File: src/design/edge_nonmax_suppression_top_assert.svh
// Assertion macros for the edge non-maximum suppression block.
// Included by the modules that carry concurrent assertions; no other dependencies.
`ifndef EDGE_NONMAX_SUPPRESSION_TOP_ASSERT_SVH
`define EDGE_NONMAX_SUPPRESSION_TOP_ASSERT_SVH

// Same-cycle implication, disabled while reset is asserted.
`define ENMS_ASSERT_NOW(lbl, clk, rst_n, ante, cons, msg) \
    lbl: assert property (@(posedge clk) disable iff (!(rst_n)) (ante) |-> (cons)) \
        else $error(msg);

// Next-cycle implication, disabled while reset is asserted.
`define ENMS_ASSERT_NEXT(lbl, clk, rst_n, ante, cons, msg) \
    lbl: assert property (@(posedge clk) disable iff (!(rst_n)) (ante) |=> (cons)) \
        else $error(msg);

`endif

File: src/design/enms_pkg.sv
// Package for the edge non-maximum suppression block: sizes, codes, queue entry type
// and the register clamp functions. No dependencies.
package enms_pkg;

    localparam int MAX_WIDTH  = 1024;
    localparam int MAX_HEIGHT = 1024;

    localparam int CFG_W     = 11;
    localparam int CFG_IDX_W = 2;
    localparam int MAG_W     = 8;
    localparam int DIR_W     = 2;

    localparam int COL_W  = $clog2(MAX_WIDTH);
    localparam int ROW_W  = $clog2(MAX_HEIGHT);
    localparam int WCNT_W = COL_W + 1;
    localparam int HCNT_W = ROW_W + 1;

    localparam int QDEPTH = 4;
    localparam int QPTR_W = $clog2(QDEPTH);

    localparam logic [CFG_W-1:0] RESET_WIDTH  = CFG_W'(640);
    localparam logic [CFG_W-1:0] RESET_HEIGHT = CFG_W'(480);

    localparam logic CMD_PIXEL = 1'b0;
    localparam logic CMD_DRAIN = 1'b1;

    typedef enum logic [CFG_IDX_W-1:0] {
        REG_WIDTH  = 2'd0,
        REG_HEIGHT = 2'd1
    } t_reg_idx;

    typedef enum logic [DIR_W-1:0] {
        DIR_HORZ = 2'd0,
        DIR_D45  = 2'd1,
        DIR_VERT = 2'd2,
        DIR_D135 = 2'd3
    } t_dir;

    // One queue entry: a pixel column for the window, or a drain beat.
    typedef struct packed {
        logic             pixel;
        logic             emit;
        logic [MAG_W-1:0] top;
        logic [MAG_W-1:0] mid;
        logic [MAG_W-1:0] bot;
        logic [DIR_W-1:0] dir;
    } t_work;

    function automatic logic [WCNT_W-1:0] eff_width(input logic [CFG_W-1:0] v);
        if (v == '0) return WCNT_W'(1);
        if (int'(v) > MAX_WIDTH) return WCNT_W'(MAX_WIDTH);
        return WCNT_W'(v);
    endfunction

    function automatic logic [HCNT_W-1:0] eff_height(input logic [CFG_W-1:0] v);
        if (v == '0) return HCNT_W'(1);
        if (int'(v) > MAX_HEIGHT) return HCNT_W'(MAX_HEIGHT);
        return HCNT_W'(v);
    endfunction

endpackage

File: src/design/enms_queue.sv
// Short FIFO of work entries between the front and back ends.
// Depends on enms_pkg.
module enms_queue import enms_pkg::*; (
    input  logic  i_clk,
    input  logic  i_rst_n,
    input  logic  i_push,
    input  t_work i_data,
    input  logic  i_pop,
    output logic  o_full,
    output logic  o_valid,
    output t_work o_data
);

    t_work r_mem [QDEPTH];
    logic [QPTR_W-1:0] r_wr, r_rd;
    logic [QPTR_W:0]   r_cnt;

    logic do_push, do_pop;

    assign o_full  = (r_cnt == (QPTR_W + 1)'(QDEPTH));
    assign o_valid = (r_cnt != '0);
    assign o_data  = r_mem[r_rd];
    assign do_push = i_push && !o_full;
    assign do_pop  = i_pop && o_valid;

    always_ff @(posedge i_clk) begin
        if (!i_rst_n) begin
            r_wr  <= '0;
            r_rd  <= '0;
            r_cnt <= '0;
        end else begin
            if (do_push) r_wr <= (r_wr == QPTR_W'(QDEPTH - 1)) ? '0 : r_wr + QPTR_W'(1);
            if (do_pop) r_rd <= (r_rd == QPTR_W'(QDEPTH - 1)) ? '0 : r_rd + QPTR_W'(1);
            r_cnt <= r_cnt + (QPTR_W + 1)'(do_push) - (QPTR_W + 1)'(do_pop);
        end
    end

    always_ff @(posedge i_clk) begin
        if (do_push) r_mem[r_wr] <= i_data;
    end

endmodule

File: config.mk
export PLATFORM = sky130hd
export DESIGN_NAME = enms_queue
export DESIGN_NICKNAME = d
export VERILOG_FILES = /design/src/design/edge_nonmax_suppression_top_assert.svh /design/src/design/enms_pkg.sv /design/src/design/enms_queue.sv
export SDC_FILE = /design/constraint.sdc
export NUM_CORES = 1
export LEC_CHECK = 0
export BUFFER_PORTS_ARGS = -buffer_cell sky130_fd_sc_hd__buf_2
export CAP_MARGIN = 20
export CORE_MARGIN = 3
export CORE_UTILIZATION = 51
export CTS_CLUSTER_SIZE = 24
export DETAILED_ROUTE_END_ITERATION = 16
export PLACE_DENSITY = 0.8
export SYNTH_ARGS = -nofsm -noshare
export SYNTH_HDL_FRONTEND = slang
export SYNTH_SLANG_ARGS = --single-unit
File: constraint.sdc
create_clock -name i_clk -period 4.3 [get_ports i_clk]
set_clock_uncertainty 0.05 [all_clocks]
set_input_delay 0.215 -clock i_clk [delete_from_list [all_inputs] [get_ports i_clk]]
set_output_delay 0.215 -clock i_clk [all_outputs]
set_load 0.1 [all_outputs]
==> reports/metrics.yaml, run 1 <==
vias_per_cell: 5.29
relSlewSlack_pct: 34.6
hpwl_um: 4340
drv_slew: 0
powerDensity_mw_per_mm2: 738
cp.arrival_ns: 2.49
hold_depth: 3
crit_family: "flip-flops"
grt_first_pass_wirelength_um: 11900
detail_route.iter0.violations: 82
fmax_mhz: 363
rows: 33
hold_start: "i_pop"
cts_made_buffers: 17
synth_cell_types: 22
postSynthAreaPerCell_um2: 23.1
ys_seq_area_share_pct: 77.5
gr-total-overflow: 0
n_fill_cell: 542
root_buffer: "clkbuf_8"
synth-simple-area-share_pct: 2.38
worstMarginPinSlew_ns: 0.981
synth_cells: 198
clk_path_buf_depth: 2
crit_cells: 2
clk_latency_ns: 0.51
crit_fanout: 28
power.leakage_nw: 2.07
slowest_stage: "dfxtp_2"
h-tree-depth: 4
met2_usage_pct: 26.3
initial_core_util_pct: 54.0
drc: 0
maxCapViolCount: 0
synth_fp_nets: 238
dieWidth_um: 101
grt_use_total_pct: 16.4
p_total_w: 0.00429
synth_fa_ha_area_share_pct: 2.35
layout-drive-gt1-share_pct: 38.0
ios: 62
critPathCaptureType: "output port"
setup_viol: 0
synthXorXnorAreaFrac_pct: 0.383
die_h_um: 101
use_met1_pct: 20.6
fin_setup_tns_ns: 0
final_antenna_net_count: 0
final_common_cell: "edfxtp_1"
final_cell_mix: "112 x edfxtp_1, 61 x buf_2, 29 x dlygate4sd3_1"
cp_cell_sequence: "mux4_1, buf_2"
wl_per_cell_um: 18.1
synth_top_family_by_area: "multiplexers"
dieArea_mm2: 0.0101
antenna_found_initial: 0
cts_tree: "built"
timing.hold.ws_ns: 0.0697
hold_path.class: "input pin to flip-flop"
cts_sinks: 121
crit_path_max_incr_delay_ns: 0.97
grt_max_degree: 29
vias: 2213
postRouteWirelength_um: 7590
start_kind: "flip-flop"
busiest_layer: "met2"
hold_viol: 0
syn_to_final_growth_pct: 26.9
dr.pass1.iters: 4
reg2regPathDepth: 11
worst-path-buf-inv: 1
min_period_ns: 2.75
critical_path_class: "flip-flop to output port"
nets: 340
synth_seq_cells: 121
ir_drop_mv: 0.499
finalCritPeriodShare_pct: 64.1
synth_area_mm2: 0.00457
core_area_mm2: 0.00846
path_clk_slew_ns: 0.05
cp_data_required_time_ns: 4.03
rsz0062_at_grt: "no"
r2r-start: "r_cnt[1]$_SDFF_PN0_"
synth_compound_area_share_pct: 0.383
postCtsSetupBuffers: 0
outcome: "finished, final reports clean"
gp_congestion: 0.722
grt_pass1_vias: 2358
antenna_cells: 0
synth_warnings: 0
synth.mux.area_fraction_pct: 14.9
portBuffers: 61
use_met3_pct: 5.67
-- cell type report --
cell class / instances / area, µm² / area share, %
sequential: 121 / 3540 / 61.1
clock inverter: 15 / 153 / 2.63
inverter: 6 / 22.5 / 0.388
clock buffer: 17 / 414 / 7.13
multi-input combinational: 63 / 937 / 16.1
tap: 105 / 131 / 2.26
timing repair buffer: 91 / 603 / 10.4
-- timing repair --
item | in CTS | in global routing
hold buffers | 29 | 0
endpoints found under the hold margin | 118 | 0
resized for setup | 0 | 0
-- power breakdown --
group / leakage (nW) / internal, W / switching (W)
Sequential: 1.10 / 0.00144 / 0.000103
Combinational: 0.698 / 0.000324 / 0.00110
Clock: 0.268 / 0.000822 / 0.000498
-- Yosys cell counts --
library cell | n | share of area, %
buf_12 | 2 | 0.88
mux4_1 | 8 | 4.6
inv_1 | 6 | 0.49
fa_1 | 1 | 0.44
nor3b_2 | 1 | 0.27
mux2i_1 | 2 | 0.44
buf_2 | 4 | 0.44
nand2_1 | 6 | 0.49
o21ai_0 | 2 | 0.22
or3_1 | 1 | 0.14
nor2_1 | 2 | 0.16
nand3_1 | 2 | 0.22
xnor2_1 | 2 | 0.38
ha_1 | 7 | 1.9
nor2b_1 | 2 | 0.27
edfxtp_1 | 112 | 74
and2_1 | 6 | 0.82
buf_6 | 1 | 0.25
clkbuf_1 | 1 | 0.082
mux4_2 | 20 | 9.8
dfxtp_1 | 9 | 3.9
o31ai_1 | 1 | 0.16
-- final timing paths --
kind / end / slack [ns]
max: o_data[18] / 1.55
min: flip-flop / 0.07
max reg2reg: r_cnt[2]$_SDFF_PN0_ / 1.80
min reg2reg: r_wr[1]$_SDFFE_PN0P_ / 0.46
-- tightest hold or removal path, delay by kind of cell --
family | cells | cell delay (ns)
buffers and inverters | 1 | 0.10
AO/OA/AOI/OAI | 2 | 0.26
-- per-stage QoR --
step	setup slack (ns)	cell area, µm²	utilization (%)	cells
floorplan	0.989	4570	-	198
global placement	1.91	4950	58.5	357
detailed placement	1.78	4950	58.5	357
CTS	1.43	5810	68.6	418
global route	1.34	5810	68.6	418
finish	1.55	5810	68.6	418
-- kinds of logic after synthesis --
group | count (synthesis)
xor+xnor | 2
fa+ha+maj | 8
flops | 121
mux | 30
compound gates | 3
simple gates | 20
buf+inv | 14
-- per-layer routing --
metal  vias to the layer above  wire (µm)
met5                         -          0
met4                         0         95
met3                        15        437
met2                        69       3780
met1                      1110       3280
li1                       1019          -
-- registers in the layout (all words and copies together), names as in the netlist, named ones only --
| register | cells |
|---|---|
| r_rd | 2 |
| r_cnt | 3 |
| r_wr | 2 |
| r_mem | 112 |
Note: power is estimated with default switching activity, not from simulation.
==> run 2, diff against run 1 <==
- clock period: 4.3 -> 2.61 ns (I/O delays scaled with it)
==> reports/metrics.yaml, run 2 (synthesis results as in run 1) <==
worstMarginPinSlew_ns: 0.496
crit_path_max_incr_delay_ns: 0.62
start_kind: "flip-flop"
gr-total-overflow: 0
grt_pass1_vias: 2440
largest_reg_flops: 112
antenna_found_initial: 0
min_period_ns: 2.25
r2r-end: "r_cnt[2]$_SDFF_PN0_"
regMostFlops: "r_mem"
ios: 62
antenna_cells: 0
setup_viol: 0
outcome: "finished, final reports clean"
final_cell_mix: "112 x edfxtp_1, 58 x buf_2, 29 x dlygate4sd3_1"
portBuffers: 61
cts_tree: "built"
path_clk_slew_ns: 0.05
cts_made_buffers: 17
fmax_mhz: 444
r2r_slack_ns: 0.45
cp_data_required_time_ns: 2.43
vias: 2260
grt_max_degree: 29
syn_to_final_growth_pct: 30.6
postCtsSetupBuffers: 0
hpwl_um: 4770
layout-drive-gt1-share_pct: 41.3
powerDensity_mw_per_mm2: 1210
dieArea_mm2: 0.0101
crit_fanout: 16
slowest_stage: "mux4_1"
rows: 33
power.leakage_nw: 2.14
initial_core_util_pct: 54.0
pre_cts_ws_ns: 0.444
grt_use_total_pct: 17.1
critPathCaptureType: "output port"
p_total_w: 0.00722
final_antenna_net_count: 0
cp.arrival_ns: 2.07
final_common_cell: "edfxtp_1"
clk_latency_ns: 0.51
cts-resized-gates: 0
vias_per_cell: 5.29
cp_cell_sequence: "buf_4, mux4_1, buf_2"
critical_path_class: "flip-flop to output port"
root_buffer: "clkbuf_8"
ir_drop_mv: 0.659
dr.pass1.iters: 4
finalCritPeriodShare_pct: 86.3
wl_per_cell_um: 18.6
detail_route.iter0.violations: 148
die_h_um: 101
nets: 349
clk_path_buf_depth: 2
hold_depth: 4
h-tree-depth: 4
reg2regPathDepth: 10
hold_start: "i_pop"
dieWidth_um: 101
hold_path.class: "input pin to flip-flop"
n_fill_cell: 526
core_area_mm2: 0.00846
rsz0062_at_grt: "no"
r2r-start: "r_cnt[1]$_SDFF_PN0_"
grt_first_pass_wirelength_um: 12500
relSlewSlack_pct: 67.2
postRouteWirelength_um: 7950
maxCapViolCount: 0
drv_slew: 0
largest_registers: "r_mem x112, r_cnt x3"
cts_sinks: 121
hold_buffers: 29
drc: 0
hold_viol: 0
gp_congestion: 0.650
finalWorstSetupSlack_ns: 0.359
[run 2: cell types whose count changed in the layout (fill, tap and decap cells not counted), moves of 2 or more]
cell / before / now
dfxtp_2: 1 / 3
buf_4: 1 / 7
buf_2: 61 / 58
buf_12: 0 / 6
clkinv_4: 3 / 5
dfxtp_1: 8 / 5
[run 2: critical path, delay by kind of cell (launching register included)]
kind / cells / cell delay [ns]
buffers and inverters: 2 / 0.61
muxes: 1 / 0.62
DFF: 1 / 0.32
[run 2: per-stage QoR]
stage | setup TNS, ns | area [µm²] | cells | hold WS, ns | util [%]
floorplan | -0.258 | 4590 | 198 | 0.179 | -
global placement | 0 | 5110 | 366 | 0.291 | 60.4
detailed placement | 0 | 5110 | 366 | 0.299 | 60.4
CTS | 0 | 5970 | 427 | 0.0389 | 70.6
global route | 0 | 5970 | 427 | 0.0951 | 70.6
finish | 0 | 5970 | 427 | 0.0463 | 70.6
[run 2: cell type report]
| class | count | area (µm²) | share of cell area (%) |
|---|---|---|---|
| Tap cell | 105 | 131 | 2.20 |
| Timing Repair Buffer | 100 | 753 | 12.6 |
| Sequential cell | 121 | 3550 | 59.5 |
| Inverter | 6 | 22.5 | 0.377 |
| Clock buffer | 17 | 414 | 6.93 |
| Multi-Input combinational cell | 63 | 946 | 15.8 |
| Clock inverter | 15 | 154 | 2.58 |
[run 2: worst max-delay path by stage]
stage	startpoint	to	slack, ns	cells after the start
2_1_floorplan	r_cnt[1]$_SDFF_PN0_	r_cnt[2]$_SDFF_PN0_	-0.22	12
3_3_place_gp	r_cnt[1]$_SDFF_PN0_	r_cnt[2]$_SDFF_PN0_	0.49	10
3_5_place_dp	r_cnt[1]$_SDFF_PN0_	r_cnt[2]$_SDFF_PN0_	0.44	10
4_1_cts	flip-flop	o_data[27]	0.33	3
5_1_grt	flip-flop	o_data[27]	0.25	3
6_report	flip-flop	o_data[20]	0.36	3
[run 2: routing by layer]
metal	vias up	global-route usage, %	part of all wire [%]
met3	14	4.98	4.8
met2	68	28.6	53
met1	1134	20.2	40
met4	0	8.70	2.0
li1	1044	-	-
met5	-	0	0
[run 2: power by group]
part           internal, W  leakage, nW  total (W)  switching, W
registers          0.00237         1.10    0.00246     0.0000841
logic             0.000659        0.769    0.00259       0.00193
clock network      0.00135        0.271    0.00217      0.000819
total              0.00439         2.14    0.00722       0.00284
==> run 3, diff against run 2 <==
--- a/config.mk
+++ b/config.mk
@@ -11,3 +11,3 @@
 export CORE_UTILIZATION = 51
-export CTS_CLUSTER_SIZE = 24
+export CTS_CLUSTER_SIZE = 14
 export DETAILED_ROUTE_END_ITERATION = 16
==> constraint.sdc (replaced) <==
create_clock -name i_clk -period 2.61 [get_ports i_clk]
set_clock_uncertainty 0.05 [all_clocks]
set_input_delay 0.522 -clock i_clk [delete_from_list [all_inputs] [get_ports i_clk]]
set_output_delay 0.522 -clock i_clk [all_outputs]
set_load 0.1 [all_outputs]
==> reports/metrics.yaml, run 3 (synthesis results as in run 1) <==
fin_setup_tns_ns: 0
critical_path_class: "flip-flop to output port"
pre_cts_ws_ns: 0.257
finalWorstSetupSlack_ns: 0.0797
grt_pass1_vias: 2395
hold_viol: 0
final_common_cell: "edfxtp_1"
nets: 322
crit_path_max_incr_delay_ns: 0.56
critPathCaptureType: "output port"
antenna_found_initial: 0
clk_latency_ns: 0.51
cts_tree: "built"
clock_power_share_pct: 30.3
detail_route.iter0.violations: 132
largest_reg_flops: 112
gp_congestion: 0.684
grt_use_total_pct: 17.4
die_h_um: 101
syn_to_final_growth_pct: 33.9
vias: 2197
p_switching_w: 0.00293
powerDensity_mw_per_mm2: 1320
dr.pass1.iters: 4
sw_frac_of_total_pct: 36.3
clk_path_buf_depth: 2
cp_data_required_time_ns: 2.04
core_area_mm2: 0.00846
dieWidth_um: 101
postCtsSetupBuffers: 0
largest_registers: "r_mem x112, r_cnt x3"
slowest_stage: "mux4_2"
grt_first_pass_wirelength_um: 12600
min_period_ns: 2.53
power.leakage_nw: 2.19
hpwl_um: 4870
intPower_w: 0.00513
hold_path.class: "input pin to flip-flop"
outcome: "finished, final reports clean"
relSlewSlack_pct: 66.3
initial_core_util_pct: 54.0
cts_made_buffers: 17
ios: 62
antenna_cells: 0
maxCapViolCount: 0
start_kind: "flip-flop"
worst_path_most_repeated_cell: "buf_12"
regMostFlops: "r_mem"
root_buffer: "clkbuf_8"
timing.hold.ws_ns: 0.168
ir_drop_mv: 0.872
dieArea_mm2: 0.0101
fmax_mhz: 395
path_clk_slew_ns: 0.06
seqPwrFrac_pct: 31.0
postRouteWirelength_um: 7960
cp_cell_sequence: "buf_12, mux4_2, buf_12"
crit_fanout: 11
rsz0062_at_grt: "no"
layout-drive-gt1-share_pct: 45.4
portBuffers: 61
rows: 33
setup_viol: 0
wl_per_cell_um: 19.9
drv_slew: 0
hold_buffers: 0
vias_per_cell: 5.49
drc: 0
final_antenna_net_count: 0
cts-resized-gates: 2
gr-total-overflow: 0
finalCritPeriodShare_pct: 96.9
cts_sinks: 121
final_cell_mix: "112 x edfxtp_1, 33 x buf_2, 30 x buf_12"
cp.arrival_ns: 1.96
worstMarginPinSlew_ns: 0.506
combPwrFrac_pct: 38.8
h-tree-depth: 4
grt_max_degree: 29
[run 3: cell types whose count changed in the layout (fill, tap and decap cells not counted), sizes merged]
cell | previous run | this run
buf | 71 | 73
bufinv | 2 | 5
clkbuf | 17 | 18
clkinv | 9 | 6
dlygate4sd3 | 29 | 0
inv | 7 | 6
[run 3: path summary, 6_finish.rpt]
kind / to / slack (ns) / cells after the start / from
min: r_mem[1][25]$_DFFE_PP_ / 0.17 / 1 / i_data[25]
max reg2reg: r_cnt[2]$_SDFF_PN0_ / 0.38 / 10 / r_cnt[1]$_SDFF_PN0_
min reg2reg: r_wr[1]$_SDFFE_PN0P_ / 0.47 / 2 / r_wr[1]$_SDFFE_PN0P_
max: o_data[10] / 0.08 / 3 / flip-flop
[run 3: power by group through the flow]
| stage | registers, W | logic (W) | clock network [W] |
|---|---|---|---|
| 3_5_place_dp | 0.00253 | 0.00315 | 0 |
| 4_1_cts | 0.00250 | 0.00316 | 0.00249 |
| 3_3_place_gp | 0.00251 | 0.00312 | 0 |
| 2_1_floorplan | 0.00247 | 0.00215 | 0 |
| 6_report | 0.00250 | 0.00313 | 0.00244 |
| 5_1_grt | 0.00252 | 0.00324 | 0.00256 |
[run 3: stage by stage]
step	power (W)	instances	utilization [%]	area, µm²
2_1_floorplan	0.00462	198	-	4590
3_5_place_dp	0.00568	368	64.9	5490
3_3_place_gp	0.00563	368	64.9	5490
5_1_grt	0.00832	400	72.4	6120
4_1_cts	0.00814	400	72.3	6120
6_report	0.00806	400	72.4	6120
[run 3: layer usage]
metal / vias up / part of all wire, % / GRT usage (%)
li1: 989 / - / -
met1: 1109 / 41 / 21.5
met2: 80 / 51 / 28.6
met3: 19 / 5.9 / 6.44
met4: 0 / 1.5 / 5.91
met5: - / 0 / 0
[run 3: worst max-delay path, delay by kind of cell, from the launching register on]
kind                   cells  cell delay [ns]
multiplexers               1             0.56
flip-flops                 1             0.49
buffers and inverters      2             0.39
[run 3: final cells by class]
type                            count  area [µm²]
Clock buffer                       18         418
Clock inverter                     14         204
Fill cell                         483        2340
Inverter                            6        22.5
Multi-Input combinational cell     63         951
Sequential cell                   121        3550
Tap cell                          105         131
Timing Repair Buffer               73         845
