==> config.mk <==
export PLATFORM = sky130hd
export DESIGN_NAME = enms_back
export DESIGN_NICKNAME = d
export VERILOG_FILES = /design/src/design/enms_pkg.sv /design/src/design/enms_back.sv
export VERILOG_INCLUDE_DIRS = /design/src /design/src/design
export SDC_FILE = /design/constraint.sdc
export NUM_CORES = 1
export LEC_CHECK = 0
export ABC_AREA = 1
export BUFFER_PORTS_ARGS = -buffer_cell sky130_fd_sc_hd__buf_2
export CELL_PAD_IN_SITES_DETAIL_PLACEMENT = 0
export CELL_PAD_IN_SITES_GLOBAL_PLACEMENT = 1
export CORE_MARGIN = 2
export CORE_UTILIZATION = 25
export DETAILED_ROUTE_END_ITERATION = 8
export PLACE_DENSITY_LB_ADDON = 0.1
export SETUP_SLACK_MARGIN = 0.5
export SLEW_MARGIN = 20
export SYNTH_ARGS = -nofsm -noshare
export SYNTH_HDL_FRONTEND = slang
export SYNTH_SLANG_ARGS = --single-unit
==> constraint.sdc <==
create_clock -name i_clk -period 3.05 [get_ports i_clk]
set_input_delay 0.1525 -clock i_clk [delete_from_list [all_inputs] [get_ports i_clk]]
set_output_delay 0.1525 -clock i_clk [all_outputs]
set_load 0.005 [all_outputs]
==> src/design/edge_nonmax_suppression_top_assert.svh <==
// Assertion macros for the edge non-maximum suppression block.
// Included by the modules that carry concurrent assertions; no other dependencies.
`ifndef EDGE_NONMAX_SUPPRESSION_TOP_ASSERT_SVH
`define EDGE_NONMAX_SUPPRESSION_TOP_ASSERT_SVH

// Same-cycle implication, disabled while reset is asserted.
`define ENMS_ASSERT_NOW(lbl, clk, rst_n, ante, cons, msg) \
    lbl: assert property (@(posedge clk) disable iff (!(rst_n)) (ante) |-> (cons)) \
        else $error(msg);

// Next-cycle implication, disabled while reset is asserted.
`define ENMS_ASSERT_NEXT(lbl, clk, rst_n, ante, cons, msg) \
    lbl: assert property (@(posedge clk) disable iff (!(rst_n)) (ante) |=> (cons)) \
        else $error(msg);

`endif

==> src/design/enms_pkg.sv <==
// Package for the edge non-maximum suppression block: sizes, codes, queue entry type
// and the register clamp functions. No dependencies.
package enms_pkg;

    localparam int MAX_WIDTH  = 1024;
    localparam int MAX_HEIGHT = 1024;

    localparam int CFG_W     = 11;
    localparam int CFG_IDX_W = 2;
    localparam int MAG_W     = 8;
    localparam int DIR_W     = 2;

    localparam int COL_W  = $clog2(MAX_WIDTH);
    localparam int ROW_W  = $clog2(MAX_HEIGHT);
    localparam int WCNT_W = COL_W + 1;
    localparam int HCNT_W = ROW_W + 1;

    localparam int QDEPTH = 4;
    localparam int QPTR_W = $clog2(QDEPTH);

    localparam logic [CFG_W-1:0] RESET_WIDTH  = CFG_W'(640);
    localparam logic [CFG_W-1:0] RESET_HEIGHT = CFG_W'(480);

    localparam logic CMD_PIXEL = 1'b0;
    localparam logic CMD_DRAIN = 1'b1;

    typedef enum logic [CFG_IDX_W-1:0] {
        REG_WIDTH  = 2'd0,
        REG_HEIGHT = 2'd1
    } t_reg_idx;

    typedef enum logic [DIR_W-1:0] {
        DIR_HORZ = 2'd0,
        DIR_D45  = 2'd1,
        DIR_VERT = 2'd2,
        DIR_D135 = 2'd3
    } t_dir;

    // One queue entry: a pixel column for the window, or a drain beat.
    typedef struct packed {
        logic             pixel;
        logic             emit;
        logic [MAG_W-1:0] top;
        logic [MAG_W-1:0] mid;
        logic [MAG_W-1:0] bot;
        logic [DIR_W-1:0] dir;
    } t_work;

    function automatic logic [WCNT_W-1:0] eff_width(input logic [CFG_W-1:0] v);
        if (v == '0) return WCNT_W'(1);
        if (int'(v) > MAX_WIDTH) return WCNT_W'(MAX_WIDTH);
        return WCNT_W'(v);
    endfunction

    function automatic logic [HCNT_W-1:0] eff_height(input logic [CFG_W-1:0] v);
        if (v == '0) return HCNT_W'(1);
        if (int'(v) > MAX_HEIGHT) return HCNT_W'(MAX_HEIGHT);
        return HCNT_W'(v);
    endfunction

endpackage

==> src/design/enms_back.sv <==
// Back end: 3x3 window, suppression compare, output position and output register.
// Depends on enms_pkg and edge_nonmax_suppression_top_assert.svh.
`include "edge_nonmax_suppression_top_assert.svh"
module enms_back import enms_pkg::*; (
    input  logic              i_clk,
    input  logic              i_rst_n,
    input  logic              i_valid,
    input  t_work             i_work,
    output logic              o_pop,
    input  logic [WCNT_W-1:0] i_width,
    input  logic [HCNT_W-1:0] i_height,
    output logic              o_valid,
    input  logic              i_ready,
    output logic [MAG_W-1:0]  o_nms_value,
    output logic              o_frame_last
);

    logic [2:0][2:0][MAG_W-1:0] r_win, n_win;
    logic [DIR_W-1:0] r_cdir;
    logic [COL_W-1:0] r_out_col;
    logic [ROW_W-1:0] r_out_row;
    logic             r_o_valid, r_o_last;
    logic [MAG_W-1:0] r_o_nms;

    logic pop_pix, load, last, border;
    logic [WCNT_W-1:0] col_inc;
    logic [HCNT_W-1:0] row_inc;
    logic [MAG_W-1:0]  nb_a, nb_b, supp, value;

    assign o_pop   = i_valid && (!i_work.emit || !r_o_valid || i_ready);
    assign pop_pix = o_pop && i_work.pixel;
    assign load    = o_pop && i_work.emit;

    // shift left, load the new right column
    always_comb begin
        n_win = r_win;
        if (pop_pix) begin
            for (int r = 0; r < 3; r++) begin
                n_win[r][0] = r_win[r][1];
                n_win[r][1] = r_win[r][2];
            end
            n_win[0][2] = i_work.top;
            n_win[1][2] = i_work.mid;
            n_win[2][2] = i_work.bot;
        end
    end

    assign col_inc = WCNT_W'(r_out_col) + WCNT_W'(1);
    assign row_inc = HCNT_W'(r_out_row) + HCNT_W'(1);
    assign last    = (col_inc >= i_width) && (row_inc >= i_height);
    assign border  = (r_out_col == '0) || (r_out_row == '0) ||
                     (col_inc >= i_width) || (row_inc >= i_height);

    always_comb begin
        case (t_dir'(r_cdir))
            DIR_HORZ: begin nb_a = n_win[1][0]; nb_b = n_win[1][2]; end
            DIR_D45:  begin nb_a = n_win[0][2]; nb_b = n_win[2][0]; end
            DIR_VERT: begin nb_a = n_win[0][1]; nb_b = n_win[2][1]; end
            default:  begin nb_a = n_win[0][0]; nb_b = n_win[2][2]; end
        endcase
        supp  = (n_win[1][1] >= nb_a && n_win[1][1] >= nb_b) ? n_win[1][1] : '0;
        value = (i_work.pixel && !border) ? supp : '0;
    end

    always_ff @(posedge i_clk) begin
        if (!i_rst_n) begin
            r_win     <= '0;
            r_cdir    <= '0;
            r_out_col <= '0;
            r_out_row <= '0;
            r_o_valid <= 1'b0;
        end else begin
            r_win <= n_win;
            if (pop_pix) r_cdir <= i_work.dir;
            if (load) begin
                r_o_valid <= 1'b1;
                if (last) begin
                    r_out_col <= '0;
                    r_out_row <= '0;
                end else if (col_inc >= i_width) begin
                    r_out_col <= '0;
                    r_out_row <= (row_inc >= i_height) ? '0 : row_inc[ROW_W-1:0];
                end else begin
                    r_out_col <= col_inc[COL_W-1:0];
                end
            end else if (i_ready) begin
                r_o_valid <= 1'b0;
            end
        end
    end

    always_ff @(posedge i_clk) begin
        if (load) begin
            r_o_nms  <= value;
            r_o_last <= last;
        end
    end

    assign o_valid      = r_o_valid;
    assign o_nms_value  = r_o_nms;
    assign o_frame_last = r_o_last;

    `ENMS_ASSERT_NEXT(a_last_rewinds, i_clk, i_rst_n, load && last,
        r_out_col == '0 && r_out_row == '0, "output position not rewound after frame end")
    `ENMS_ASSERT_NEXT(a_border_zero, i_clk, i_rst_n, load && border,
        r_o_nms == '0, "border output is not zero")
    `ENMS_ASSERT_NEXT(a_drain_keeps_win, i_clk, i_rst_n, o_pop && !i_work.pixel,
        $stable(r_win[1][1]) && $stable(r_cdir), "drain beat moved the window")

endmodule

==> results_dict.tcl, run 1 <==
set metrics [dict create \
    fin_skew_ps 9.15 \
    yosysWarnings 0 \
    clock_tree.root_cell "clkbuf_16" \
    critical_path.reg2reg.startpoint "o_valid" \
    result_of_the_run "complete, no violations" \
    syn-mean-instance-area_sq_um 6.72 \
    simple_gate_portion_of_the_synthesized_area_pct 27.6 \
    final-max-slew-violation-count 0 \
    synthDistinctLibCells 34 \
    timing.final.setup_violations 0 \
    antenna_violating_nets_post_route 0 \
    worstSetupPathType "reg -> reg" \
    global_route.overflow_total 0 \
    synth_fa_ha_area_share_pct 8.61 \
    worst-path-buf-inv 2 \
    largest_net_degree_at_the_start_of_global_routing 37 \
    min_delay_path_depth 3 \
    worst_slew_pin_slew_ps 767 \
    number_of_port_buffers 64 \
    cpPeakStageDelay_ps 340 \
    route.detailed.wl_per_inst_microns 12.8 \
    worstHoldEndpoint "r_win[69]" \
    worst_ep_required_time_ps 3170 \
    grt_antenna_before_repair 0 \
    first_global_vias 5302 \
    post_syn_area_sq_mm 0.00610 \
    synthCells 909 \
    synth_compound_gate_area_share_pct 11.9 \
    synth_top_area_cell "dfxtp_1" \
    die_w_microns 160 \
    worst_ep_arrival_time_ps 2650 \
    ys_ff_latch 104 \
    initial_core_util_pct 25.2 \
    vias_after_detailed_routing 5463 \
    antenna-diode-count 0 \
    slew_headroom_pct 48.8 \
    clk_latency_ps 350 \
    synth_top_flop_cell "dfxtp_1" \
    gpl.final_weighted_congestion 0.766 \
    area_share_of_the_leading_cell_type_in_the_synthesized_netlist_pct 31.2 \
    totalNegativeSetupSlack_ps 0 \
    sequential_cell_area_sq_mm 0.00220 \
    hold_path_class "in -> reg" \
    tritoncts "yes" \
    max_clock_freq_mhz 395 \
    most_used_standard_cells_in_the_synthesized_netlist "nand2_1 (213), inv_1 (170), nor2_1 (147), dfxtp_1 (95), o21a_1 (44)" \
    number_of_nets_produced_by_synthesis 1005 \
    post_route_worst_hold_slack_ps 62.7 \
    instances_no_fill 1325 \
    area_occupied_by_multi_input_gates_sq_mm 0.00360 \
    synth.yosys.seq_area_share_pct 35.6 \
    top_level_i_o_count 65 \
    grt_use_total_pct 13.6 \
    peakVddDrop_mv 0.239 \
    design_power_mw 3.35 \
    hold_viol 0 \
    utilization_pct 33.0 \
    reg2reg_setup_slack_ps 520 \
    p_per_area_mw_per_mm2 421 \
    post_synth_xor_area_fraction_pct 1.72 \
    drc 0 \
    detailedRoute.firstIterationViolations 214 \
    global_route_wire_length_before_repair_microns 27600 \
    worst_setup_hold_path_clk_slew_ps 80 \
    layout.nets 1092 \
    aggregate_routed_wire_length_microns 17000 \
    fraction_of_layout_instances_using_a_drive_strength_above_1_pct 24.9 \
    post-dp-hpwl_microns 12100 \
    worstSetupStartpointType "flop" \
    vias_per_cell 4.12 \
    max_cap_violations 0 \
    slowest_stage "dfxtp_2" \
    critPathCaptureType "flop" \
    synth_top_family_by_area "simple AND/OR/NAND/NOR gates" \
    synth_edf_count 9 \
    timing.rr.end "o_nms_value[0]" \
    post-place-cells 1286 \
    clock-sinks 104 \
    cts-buffers-inserted 9 \
    timing.critical_path.cells "nand3_4 > nand3_4 > buf_12 > clkbuf_16 > o21a_1 > nand2_1 > nand3_1 > nor2_2 > ha_1 > a21oi_2 > o21a_1 > nand3_2 > nand2_4 > nor3_2" \
    dieArea_sq_mm 0.0257 \
    period_share_pct 83.1 \
    core_area_sq_mm 0.0242 \
    leakagePower_nw 3.88 \
    worst-path-max-fanout 8 \
    rsz0062_at_grt "yes" \
    filler_cell_count 2685 \
    fp-row-count 57 \
    period_minus_slack_ps 2530 \
    dr.pass1.iters 4 \
    synth_mux_area_share_pct 1.15 \
    ctsLongestPathBuffers 2 \
    cts.htree.levels 3 \
    critPathTopFamily "simple AND/OR/NAND/NOR gates" \
    asyncSetResetFlopFracSynth_pct 0 \
    area_growth_pct 30.5 \
    yosys.cell_count.top_type "nand2_1" \
    post_synth_main_area_contributors "dfxtp_1 (31%), nand2_1 (13%), inv_1 (10%)" \
    fp.dieH_microns 160 \
    reg2regPathDepth 14 \
    min_from "i_work[7]" \
]
flip-flops by register name, indices dropped and copies added (netlist names):
register	count
o_frame_last	1
o_nms_value	8
r_out_row	10
o_valid	1
r_out_col	10
r_win	72
r_cdir	2
worst max-delay path by stage:
| stage | startpoint | slack [ps] | endpoint | cells after the start |
|---|---|---|---|---|
| global placement | o_valid | 210 | o_nms_value[4] | 16 |
| floorplan | r_out_col[0] | 690 | o_nms_value[0] | 15 |
| detailed placement | o_valid | 200 | o_nms_value[7] | 14 |
| finish | o_valid | 520 | o_nms_value[0] | 14 |
| global route | r_out_col[0] | 350 | r_out_row[1] | 18 |
| CTS | r_out_col[0] | 500 | r_out_col[5] | 16 |
worst min-delay path, stage by stage:
cell and delay [ps]:
buf_2 80, mux2i_1 80, nor2_1 80
routing by layer:
layer / routed length [microns] / track usage (%) / vias to the layer above
met1: 8940 / 19.4 / 2431
met5: 0 / 0 / -
met3: 447 / 1.84 / 11
met4: 206 / 4.18 / 0
met2: 7370 / 21.2 / 64
li1: - / - / 2957
power breakdown:
group          total, mW  internal, mW  switching (mW)
clock network       1.12         0.563           0.554
registers           1.49          1.45          0.0387
logic              0.751         0.309           0.442
cell usage in the layout (no fill, tap or decap), drive strengths merged:
cell      count
inv         176
nand3b        1
a21o          2
ha           42
nor3         11
nand2       213
clkinv        1
and2          1
nor3b         1
buf         105
xor2         12
o21bai        1
clkbuf       13
o21ai        42
nand4         6
nand3        25
a21oi        31
or2           9
clkinvlp      2
dfxtp        95
mux2i         7
a31oi         1
nor2        151
edfxtp        9
o21a         44
final cells by class:
class,count,share of cell area [%]
sequential,104,27.6
tap,324,5.09
timing repair buffer,107,10.4
inverter,174,8.23
clock buffer,11,2.92
clock inverter,5,0.518
multi-input combinational,600,45.2
metrics by stage:
stage          setup WS, ps  cell area, sq um
4_1_cts                 501              7410
3_3_place_gp            206              6850
3_5_place_dp            205              6850
2_1_floorplan           689              6100
6_report                515              7970
5_1_grt                 348              7970
kinds of logic (layout without fill, tap and decap cells):
family	after synthesis	in the layout
simple gates	416	418
buf+inv	207	297
compound gates	121	121
flops	104	104
fa+ha+maj	42	42
xor+xnor	12	12
mux	7	7
repair_timing:
| action | CTS | global route |
|---|---|---|
| setup buffers | 6 | 10 |
| resized for setup | 52 | 105 |
| hold buffers | 0 | 0 |
| pin swaps | 13 | 48 |
| setup endpoints to repair | 21 | 29 |
| gates cloned | 3 | 4 |
No activity file was read; power rests on OpenSTA's default activity.
==> run 2: changes to the inputs <==
--- a/config.mk
+++ b/config.mk
@@ -6,7 +6,7 @@
 export SDC_FILE = /design/constraint.sdc
 export NUM_CORES = 1
 export LEC_CHECK = 0
-export ABC_AREA = 1
+export ABC_AREA = 0
 export BUFFER_PORTS_ARGS = -buffer_cell sky130_fd_sc_hd__buf_2
 export CELL_PAD_IN_SITES_DETAIL_PLACEMENT = 0
 export CELL_PAD_IN_SITES_GLOBAL_PLACEMENT = 1
==> constraint.sdc (replaced) <==
create_clock -name i_clk -period 2.35 [get_ports i_clk]
set_input_delay 0.1175 -clock i_clk [delete_from_list [all_inputs] [get_ports i_clk]]
set_output_delay 0.1175 -clock i_clk [all_outputs]
set_load 0.005 [all_outputs]
==> run 2 against run 1 <==
- the run now ends with setup timing left
- synthesized cell count decreased by 40%
- worst setup slack got worse by 1100 ps
- global-route usage decreased by 0.94 points
- clock skew about the same
- count of clock-buffer cells in the layout unchanged
- largest cell class unchanged
==> results_dict.tcl, run 2 <==
set metrics [dict create \
    cts-hold-fix-buffers 0 \
    layout.nets 804 \
    area_share_of_the_leading_cell_type_in_the_synthesized_netlist_pct 33.1 \
    cpPeakStageDelay_ps 480 \
    layout_commonest_cell "buf_4" \
    synthDistinctLibCells 48 \
    max_clock_freq_mhz 347 \
    filler_cell_count 2311 \
    hold_path_class "in -> reg" \
    route.detailed.wl_per_inst_microns 14.9 \
    vias_after_detailed_routing 4341 \
    yosysWarnings 0 \
    worstSetupStartpointType "flop" \
    clk_latency_ps 350 \
    timing.critical_path.mode_cell "nand2b_4" \
    critPathCaptureType "flop" \
    post_synth_main_area_contributors "dfxtp_1 (33%), mux2i_1 (14%), ha_1 (9.1%)" \
    worst_ep_arrival_time_ps 2990 \
    drc 0 \
    post_syn_area_sq_mm 0.00575 \
    area_growth_pct 40.4 \
    worst_ep_required_time_ps 2450 \
    initial_core_util_pct 25.4 \
    ys_ff_latch 104 \
    cts.htree.levels 3 \
    fp-row-count 55 \
    tritoncts "yes" \
    leakagePower_nw 3.61 \
    dp_slack_ps -806 \
    worstSetupPathType "reg -> reg" \
    most-common-layout-cells "buf_4 (90), dfxtp_1 (87), nor2b_1 (84), mux2i_1 (69), buf_2 (64)" \
    top_level_i_o_count 65 \
    worstSetupPathDepth 15 \
    number_of_port_buffers 64 \
    timing.final.setup_violations 29 \
    most_used_standard_cells_in_the_synthesized_netlist "dfxtp_1 (95), nor2b_1 (84), mux2i_1 (80), ha_1 (42), inv_1 (36)" \
    utilization_pct 35.7 \
    rsz0062_at_grt "yes" \
    worst-path-buf-inv 3 \
    final-max-slew-violation-count 0 \
    timing.critical_path.cells "nand2b_4 > o21a_4 > nand2_8 > buf_12 > mux2i_4 > mux4_2 > inv_2 > ha_4 > nand2b_4 > a211o_1 > a21oi_2 > o211ai_1 > nand3_2 > buf_8 > nor4_2" \
    largest_register_ffs 72 \
    number_of_nets_produced_by_synthesis 643 \
    reg2regPathDepth 15 \
    detailedRoute.firstIterationViolations 136 \
    slew_headroom_pct 45.3 \
    dieArea_sq_mm 0.0242 \
    synth.yosys.seq_area_share_pct 37.8 \
    hold_viol 0 \
    dp_area_sq_mm 0.00712 \
    postLayoutSetupSlackWorst_ps -536 \
    global_route.overflow_total 0 \
    post-dp-hpwl_microns 10700 \
    result_of_the_run "finished with violations" \
    worst_slew_pin_slew_ps 821 \
    asyncSetResetFlopFracSynth_pct 0 \
    largest_net_degree_at_the_start_of_global_routing 42 \
    synth_top_flop_cell "dfxtp_1" \
    first_global_vias 4501 \
    clock_tree.root_cell "clkbuf_16" \
    ctsLongestPathBuffers 2 \
    core_area_sq_mm 0.0226 \
    die_w_microns 156 \
    syn-mean-instance-area_sq_um 10.5 \
    vias_per_cell 4.35 \
    post-place-cells 960 \
    worst-path-max-fanout 8 \
    p_per_area_mw_per_mm2 474 \
    clock-sinks 104 \
    final_cell_area_sq_mm 0.00807 \
    totalNegativeSetupSlack_ps -10230 \
    min_delay_path_depth 3 \
    post_route_worst_hold_slack_ps 20.8 \
    global_route_wire_length_before_repair_microns 23600 \
    largest-register "r_win" \
    fin_skew_ps 9.07 \
    instances_no_fill 998 \
    synthCells 547 \
    slowest_stage "mux4_2" \
    period_share_pct 123 \
    peakVddDrop_mv 0.267 \
    design_power_mw 3.83 \
    fp.dieH_microns 156 \
    antenna-diode-count 0 \
    gpl.final_weighted_congestion 0.755 \
    antenna_violating_nets_post_route 0 \
    fraction_of_layout_instances_using_a_drive_strength_above_1_pct 39.4 \
    worst_setup_hold_path_clk_slew_ps 80 \
    synth_top_area_cell "dfxtp_1" \
    grt_use_total_pct 12.6 \
    grt_antenna_before_repair 0 \
    max_cap_violations 0 \
    cts-buffers-inserted 9 \
    yosys.cell_count.top_type "dfxtp_1" \
    period_minus_slack_ps 2890 \
    aggregate_routed_wire_length_microns 14800 \
    synth_edf_count 9 \
    critPathTopFamily "multiplexers" \
    largestRegisters "r_win: 72 flops, r_out_col: 10 flops, r_out_row: 10 flops" \
    dr.pass1.iters 4 \
    violations "setup timing" \
]
==> run 2: cell count changes in the layout (fill, tap and decap cells not counted), moves of 12 or more <==
| cell | before | now |
|---|---|---|
| nand2_1 | 190 | 19 |
| inv_1 | 164 | 35 |
| nor2_1 | 125 | 9 |
| nor2b_1 | 0 | 84 |
| buf_4 | 25 | 90 |
| mux2i_1 | 6 | 69 |
| o21a_1 | 44 | 7 |
| o21ai_0 | 22 | 1 |
| nand2_2 | 18 | 0 |
| mux4_2 | 0 | 16 |
| a21oi_1 | 22 | 8 |
| o21ai_1 | 14 | 0 |
| nor2_2 | 18 | 6 |
==> run 2: layer usage <==
| layer | global-route usage, % | vias to the layer above | wire, microns |
|---|---|---|---|
| met5 | 0 | - | 0 |
| met4 | 4.41 | 0 | 214 |
| met3 | 1.89 | 12 | 340 |
| met2 | 20.0 | 47 | 6650 |
| met1 | 17.5 | 2051 | 7630 |
| li1 | - | 2231 | - |
==> run 2: final timing paths <==
kind | startpoint | end | slack [ps]
max | o_valid | o_nms_value[1] | -540
min reg2reg | r_win[26] | r_win[26] | 520
max reg2reg | o_valid | o_nms_value[1] | -540
min | i_work[0] | r_cdir[0] | 20
==> run 2: area by class of cell <==
cell class	instances	area (sq um)	area share (%)
Inverter	37	139	1.72
Timing Repair Buffer	174	1410	17.4
Tap cell	285	357	4.42
Multi-Input combinational cell	382	3700	45.8
Sequential cell	104	2200	27.2
Clock inverter	5	42.5	0.527
Clock buffer	11	233	2.88
==> run 2: what timing repair did <==
item	CTS	global route
cloned	6	2
setup endpoints to repair	29	30
setup buffers	10	4
pin swaps	17	8
gates resized for setup	43	29
endpoints found under the hold margin	0	0
==> run 2: tightest hold or removal path, cell delays in order <==
cell and delay [ps]:
buf_2 80, mux2i_1 50, nor2b_1 100
==> run 2: kinds of logic after synthesis <==
kind of cell             Yosys count  synth area share, %
flip-flops                       104                 37.8
buffers and inverters             63                 6.25
AO/OA/AOI/OAI                     42                 5.20
adder cells (fa/ha/maj)           42                 9.14
XOR/XNOR                          25                 3.81
multiplexers                      96                 20.2
AND/OR/NAND/NOR                  175                 17.6
==> run 2: report_power, final <==
group / internal [mW] / switching (mW)
registers: 1.82 / 0.0241
logic: 0.301 / 0.252
clock network: 0.730 / 0.700
